[src/sv/segment_segment_distance_macros.svh]
// assertion macros for the segment distance block
// used by the top level only; expects clk_i and rst_ni in scope
`ifndef SEGMENT_SEGMENT_DISTANCE_MACROS_SVH
`define SEGMENT_SEGMENT_DISTANCE_MACROS_SVH

// same-cycle implication, checked outside reset
`define SSD_ASSERT_IMP(lbl, ante, cons) \
  lbl: assert property (@(posedge clk_i) disable iff (!rst_ni) (ante) |-> (cons)) \
    else $error("segment distance check failed");

// next-cycle implication, checked outside reset
`define SSD_ASSERT_NXT(lbl, ante, cons) \
  lbl: assert property (@(posedge clk_i) disable iff (!rst_ni) (ante) |=> (cons)) \
    else $error("segment distance check failed");

`endif

[src/sv/ssd_pkg.sv]
// shared widths, types and latency figures for the segment distance pipeline
// no dependencies; imported by every module of the block
package ssd_pkg;

  localparam int COORD_W    = 24;
  localparam int DIFF_W     = COORD_W + 1;
  localparam int PROD_W     = 2 * DIFF_W;
  localparam int DOT_W      = PROD_W + 2;
  localparam int HALF_W     = DOT_W / 2;
  localparam int MUL_W      = 2 * HALF_W;
  localparam int WIDE_W     = 2 * MUL_W;
  localparam int PARAM_FRAC = 16;
  localparam int PARAM_W    = PARAM_FRAC + 1;
  localparam logic [PARAM_W-1:0] PARAM_ONE = PARAM_W'(1) << PARAM_FRAC;
  localparam int TNUM_W     = DOT_W + PARAM_W + 1;
  localparam int DIV_W      = WIDE_W;
  localparam int DIV_STEPS  = PARAM_FRAC;
  localparam int DIV_LAT    = DIV_STEPS + 1;
  localparam int VPROD_W    = DIFF_W + PARAM_W;
  localparam int V_W        = VPROD_W + 2;
  localparam int SQ_ROOT_W  = 29;
  localparam int SQ_W       = 2 * SQ_ROOT_W;
  localparam int SQ_REM_W   = SQ_ROOT_W + 3;
  localparam int RAD_LSB    = 2 * PARAM_FRAC;
  localparam int DIST_W     = 25;
  localparam int DOT_LAT    = 3;
  localparam int MUL_LAT    = 2;
  localparam int LATENCY    = DOT_LAT + MUL_LAT + 1 + DIV_LAT + 2 + DIV_LAT + 3
                              + MUL_LAT + 1 + SQ_ROOT_W + 1;

  typedef struct packed {
    logic [2:0][DIFF_W-1:0] d1;
    logic [2:0][DIFF_W-1:0] d2;
    logic [2:0][DIFF_W-1:0] r;
  } geom_t;

  typedef struct packed {
    logic signed [DOT_W-1:0] a;
    logic signed [DOT_W-1:0] b;
    logic signed [DOT_W-1:0] c;
    logic signed [DOT_W-1:0] e;
    logic signed [DOT_W-1:0] f;
  } dots_t;

  // travels alongside the first divider
  typedef struct packed {
    dots_t dots;
    geom_t geom;
    logic  a_zero;
    logic  e_zero;
  } side1_t;

  // travels alongside the second divider
  typedef struct packed {
    geom_t              geom;
    logic               s_div;
    logic [PARAM_W-1:0] s_fix;
    logic [PARAM_W-1:0] t_fix;
    logic               a_zero;
    logic               e_zero;
  } side2_t;

endpackage

[src/sv/ssd_sqrt.sv]
// pipelined digit-by-digit integer square root, one root bit per stage
// depends on ssd_pkg
module ssd_sqrt (
  input  logic                              clk_i,
  input  logic                              rst_ni,
  input  logic                              valid_i,
  input  logic [ssd_pkg::SQ_W-1:0]          rad_i,
  output logic                              valid_o,
  output logic [ssd_pkg::SQ_ROOT_W-1:0]     root_o
);
  import ssd_pkg::*;

  logic [SQ_ROOT_W-1:0] vld_q;
  logic [SQ_W-1:0]      rad_q  [SQ_ROOT_W];
  logic [SQ_REM_W-1:0]  rem_q  [SQ_ROOT_W];
  logic [SQ_ROOT_W-1:0] root_q [SQ_ROOT_W];

  always_ff @(posedge clk_i or negedge rst_ni) begin
    if (!rst_ni) begin
      vld_q <= '0;
    end else begin
      vld_q <= {vld_q[SQ_ROOT_W-2:0], valid_i};
    end
  end

  for (genvar k = 0; k < SQ_ROOT_W; k++) begin : g_step
    logic [SQ_W-1:0]      rad_in;
    logic [SQ_REM_W-1:0]  rem_in, rem_sh, trial;
    logic [SQ_ROOT_W-1:0] root_in;
    logic                 ge;

    if (k == 0) begin : g_first
      assign rad_in  = rad_i;
      assign rem_in  = '0;
      assign root_in = '0;
    end else begin : g_next
      assign rad_in  = rad_q[k-1];
      assign rem_in  = rem_q[k-1];
      assign root_in = root_q[k-1];
    end

    // bring down the next two radicand bits, try (4 * root + 1)
    assign rem_sh = {rem_in[SQ_REM_W-3:0], rad_in[SQ_W-1 -: 2]};
    assign trial  = SQ_REM_W'({root_in, 2'b01});
    assign ge     = rem_sh >= trial;

    always_ff @(posedge clk_i) begin
      rad_q[k]  <= rad_in << 2;
      rem_q[k]  <= ge ? (rem_sh - trial) : rem_sh;
      root_q[k] <= {root_in[SQ_ROOT_W-2:0], ge};
    end
  end

  assign valid_o = vld_q[SQ_ROOT_W-1];
  assign root_o  = root_q[SQ_ROOT_W-1];

endmodule

[config.mk]
export PLATFORM = sky130hd
export DESIGN_NAME = ssd_sqrt
export DESIGN_NICKNAME = d
export VERILOG_FILES = /design/src/sv/segment_segment_distance_macros.svh /design/src/sv/ssd_pkg.sv /design/src/sv/ssd_sqrt.sv
export SDC_FILE = /design/constraint.sdc
export NUM_CORES = 2
export LEC_CHECK = 0
export ABC_AREA = 1
export BUFFER_PORTS_ARGS = -buffer_cell sky130_fd_sc_hd__buf_2
export CAP_MARGIN = 40
export CORE_MARGIN = 5
export CORE_UTILIZATION = 30
export CTS_CLUSTER_DIAMETER = 200
export DETAILED_ROUTE_END_ITERATION = 8
export MAX_ROUTING_LAYER = met4
export SLEW_MARGIN = 0
export SYNTH_ARGS = -nofsm -noshare
export SYNTH_HDL_FRONTEND = slang
export SYNTH_SLANG_ARGS = --single-unit
[constraint.sdc]
create_clock -name clk_i -period 2.25 [get_ports clk_i]
set_clock_uncertainty 0.1 [all_clocks]
set_input_delay 0.675 -clock clk_i [delete_from_list [all_inputs] [get_ports clk_i]]
set_output_delay 0.675 -clock clk_i [all_outputs]
set_load 0.01 [all_outputs]
## Word-level counts from Yosys, hierarchy flattened

Memory sizes are Yosys's and may differ from the RTL's.
Cells that the tools add are included.

- Register bits after elaboration: 29
- Bits in latches: 0
- Memory bits (writable): 3,393
- ROM bits: 0
- Input bits: 61
- Output and inout bits: 30
- Word-level logic and storage cells: 91
- Memories: 3

Memory list:

| memory | depth | width | read ports | clocked after memory_dff | wr ports | RTL line | text |
|---|---|---|---|---|---|---|---|
| rad_q | 29 | 56 | 28 | 0 | 29 | ssd_sqrt.sv:14 | `logic [SQ_W-1:0] rad_q [SQ_ROOT_W];` |
| rem_q | 29 | 32 | 28 | 0 | 29 | ssd_sqrt.sv:15 | `logic [SQ_REM_W-1:0] rem_q [SQ_ROOT_W];` |
| root_q | 29 | 29 | 29 | 0 | 29 | ssd_sqrt.sv:16 | `logic [SQ_ROOT_W-1:0] root_q [SQ_ROOT_W];` |

- $add $sub $neg: 29
- Multiply operators: 0
- Divide/modulo/power cells: 0
- Order comparisons: 29
- Equality and inequality tests: 0
- Shift-type cells: 0
- Muxes and demuxes: 29
- Bitwise gates (word level): 0
- Reductions and logical operators: 0

Operator list:

| operator | number |
|---|---|
| 2-to-1 mux 32 bit | 29 |
| >= comparator 32 x 31 -> 1 bit | 28 |
| subtractor 32 x 31 -> 32 bit | 28 |
| subtractor 2 x 1 -> 3 bit (second input constant) | 1 |
| >= comparator 2 x 1 -> 1 bit (second input constant) | 1 |

## Logic depth before layout (Yosys ltp)

An unclocked memory read counts as a cell.

- Depth after elaboration: 3
- Gate-level depth with buffers: 17
- Depth with buffers taken out: 15

## Worst setup path before layout

Ideal clock, no wire load.

- Path type: flip-flop to flip-flop
- Start point: memory root_q[2][1] (netlist: root_q[0][59])
- End point: memory rem_q[0][118] in the netlist's numbering
- Library setup time: 0.122 ns
- Data arrival time: 1.736 ns
- Data required time: 2.028 ns
- Path slack: 0.292 ns
- Stages on the path, launching flop included: 12
- Buffers on the path: 1
- Clock period less this slack: 1.958 ns
- Cells stage by stage: dfxtp_1 > inv_1 > ha_1 > a21oi_1 > inv_1 > nor2_2 > o21bai_2 > nor2_1 > nand3_2 > inv_2 > buf_4 > a21oi_1

RTL lines:

| item | RTL line |
|---|---|
| from (decl) | ssd_sqrt.sv:16 |
| to (decl) | ssd_sqrt.sv:15 |

==> summary.txt <==
Critical path
  • Setup CP Type: flop to flop
  • Worst-path cell chain: inv_1 -> ha_4 -> nand2_1 -> nor2_2 -> nor2_4 -> o21ai_2 -> nand2_1 -> nand2_2 -> nor2_4 -> clkbuf_16 -> o21ai_1 -> buf_4
  • Critical path arrival: 2.87 ns
  • Crit path max fanout: 14
  • Number of cells on the worst reg-to-reg path: 12
  • Setup crit end kind: flop
  • CP max stage delay: 0.40 ns
  • CP Launch Type: flop
  • CP Data Required Time: 2.92 ns
  • Crit-path slowest cell: dfxtp_2

Logic synthesis
  • Syn Nets: 13200
  • Mapped Cells: 12600
  • Seq cells post-synth: 2074
  • EDFF count, synth: 0
  • Post-synth top area share: 0.449
  • Main synth FF type: dfxtp_1
  • Top-count cell post-synth: nand2_1
  • Ys async rst share: 0.0140
  • Distinct cells, synth: 54
  • Syn avg cell area: 7.22 um2
  • Post-synth top area cell: dfxtp_1
  • Main area contributors after synthesis: dfxtp_1 45%, nand2_1 17%, inv_1 9.1%
  • Mapped cell area: 0.0911 mm2
  • Synth Warn #: 0
  • List of most frequent post-synthesis cells: 4185 x nand2_1, 2211 x inv_1, 2045 x dfxtp_1, 990 x nor2_1, 747 x nand3_1
  • Sequential area share after synthesis: 0.457

Final layout
  • Sequential cell area: 0.0419 mm2
  • Area growth syn-to-layout: 26.3%
  • Area of the multi-input gates: 0.0436 mm2
  • Fill count: 31400
  • Final instance area: 0.115 mm2
  • Post-Route Utilization: 0.380
  • Share of cells above drive strength 1: 0.160
  • Nets: 14300

Global route
  • Total Routing Usage GR: 0.165
  • Number of global-route vias before repair: 75600
  • Largest net degree at the start of global routing: 32
  • Grt ovf: 0
  • First-pass GRT wire length: 407000 um
  • Initial antenna violation count: 4

Timing
  • Worst-Margin Slew: 0.610 ns
  • Unrepaired setup endpoints after global routing: yes
  • Final Hold Viols: 0
  • Upper clock frequency limit: 455 MHz
  • Final Slew Violations: 0
  • Fin crit period: 2.20 ns
  • Endpoints failing setup: 0
  • Worst slew margin: 0.590
  • Tcrit/Tclk final: 0.977

Floorplanning
  • Die X-Extent: 561 um
  • Die footprint: 0.315 mm2
  • Die H: 561 um
  • # rows: 202
  • Ports: 91
  • Core region area: 0.303 mm2
  • Initial Util: 0.301

Clock network
  • Worst-path clk slew: 0.06 ns
  • Max Buffers Root-to-Sink: 4
  • Clock Tree Root: clkbuf_16
  • CTS tree: built
  • Num CTS Buffers: 224
  • Total clock sinks: 2074
  • Clk_lat worst skew: 0.91 ns
  • Max H-tree Level: 4

Pwr
  • Leakage: 59.5 nW
  • Maximum vdd ir drop: 800 uV
  • Pwr Density: 1050 mW/mm2
  • Tot Pwr: 121 mW

Min path
  • Min-Delay Path Depth: 0
  • Worst hold-check path type: flop to flop

Job
  • Maxcap violations: 0

Route
  • ANT nets after route: 0
  • Vias per std cell: 4.37
  • Avg WL per Cell: 14.7 um
  • Final wirelength: 263000 um
  • DR pass1 iterations: 5
  • Via count: 78300
  • DRC violations left: 0
  • First DRT Iteration DRCs: 5114

Run status
  • Status: finished, final reports clean

Placed design
  • Gp weighted congestion: 0.936
  • DP Area: 0.102 mm2
  • Port Buffers: 90
  • Detail Placement HPWL: 209000 um
==> final timing paths <==
check                                end  slack [ns]     startpoint
hold / removal             rad_q[0][190]        0.16  rad_q[0][132]
setup / recovery           rem_q[0][422]        0.05   root_q[3][1]
min in group asynchronous       vld_q[0]        0.23         rst_ni
setup reg to reg           rem_q[0][422]        0.05   root_q[3][1]
hold reg to reg            rad_q[0][190]        0.16  rad_q[0][132]
max in group asynchronous      vld_q[28]        1.38         rst_ni
==> cells in the final DEF (no fill, tap or decap), types with 122 or more instances in the layout <==
master	instances
a21oi_1	430
nand2_1	4028
nand3_1	722
clkbuf_16	229
dfxtp_1	1891
ha_4	133
inv_1	2194
xor2_1	217
buf_4	796
nand2_2	159
dfxtp_2	143
ha_1	312
nor2_1	866
nor2_2	122
nand4_1	190
o21ai_0	252
==> area by class of cell <==
type / count / area share
flip-flops and latches: 2074 / 0.364
repair inverters: 2 / 0.000141
inverters: 2238 / 0.0735
clock inverters: 121 / 0.0140
clock buffers: 297 / 0.0554
multi-input cells: 8210 / 0.379
repair buffers: 1009 / 0.0705
diodes: 1 / 0.0000218
well taps: 3978 / 0.0433
==> routing by layer <==
layer,wire (um),vias up,track usage
met5,0,-,-
met3,10800,491,0.0186
li1,-,41200,-
met4,9450,0,0.0543
met1,117000,35100,0.204
met2,125000,1537,0.280
==> kinds of logic (layout without fill, tap and decap cells) <==
kind of cell    after synthesis  in the layout  share of synthesized area
compound gates              911            911                     0.0524
buf+inv                    2343           3667                      0.100
simple gates               6504           6504                      0.295
flops                      2074           2074                      0.457
other cells                   1              2                  0.0000412
xor+xnor                    328            328                     0.0315
fa+ha+maj                   466            466                     0.0640
==> state kept, by name, indices dropped and copies added (netlist names) <==
| name | cells |
|---|---|
| root_q | 435 |
| vld_q | 29 |
| rem_q | 798 |
| rad_q | 812 |
==> critical path, delay by kind of cell (launching register included) <==
family	cells	cell delay [ns]
AND/OR/NAND/NOR	6	0.70
buffers and inverters	3	0.46
flip-flops	1	0.40
AO/OA/AOI/OAI	2	0.18
adder cells (fa/ha/maj)	1	0.23
==> report_power, final <==
group	internal (mW)	total, mW	switching [mW]
Clock	23.1	38.9	15.8
Sequential	43.2	49.2	6.06
Combinational	13.4	33.1	19.7
Total	79.7	121	41.5
==> repair_timing <==
action                                  4_1_cts  5_1_grt
pin swaps                                    15      100
resized for setup                           140      785
endpoints found under the setup margin      240      697
hold buffers                                 61        0
gates cloned                                  2        8
buffers inserted                             10       56
endpoints found under the hold margin        89        0
==> per-stage QoR <==
stage	hold WS, ns	TNS [ns]	instances	worst slack [ns]
after floorplan	0.210	0	12600	0.292
final	0.165	0	17900	0.0514
after CTS	0.164	-0.0169	17900	-0.00603
after global routing	0.178	-1.66	17900	-0.0521
after global placement	0.210	-13.70	17400	-0.241
after detailed placement	0.212	-13.13	17400	-0.213
Note: power is estimated with default switching activity, not from simulation.
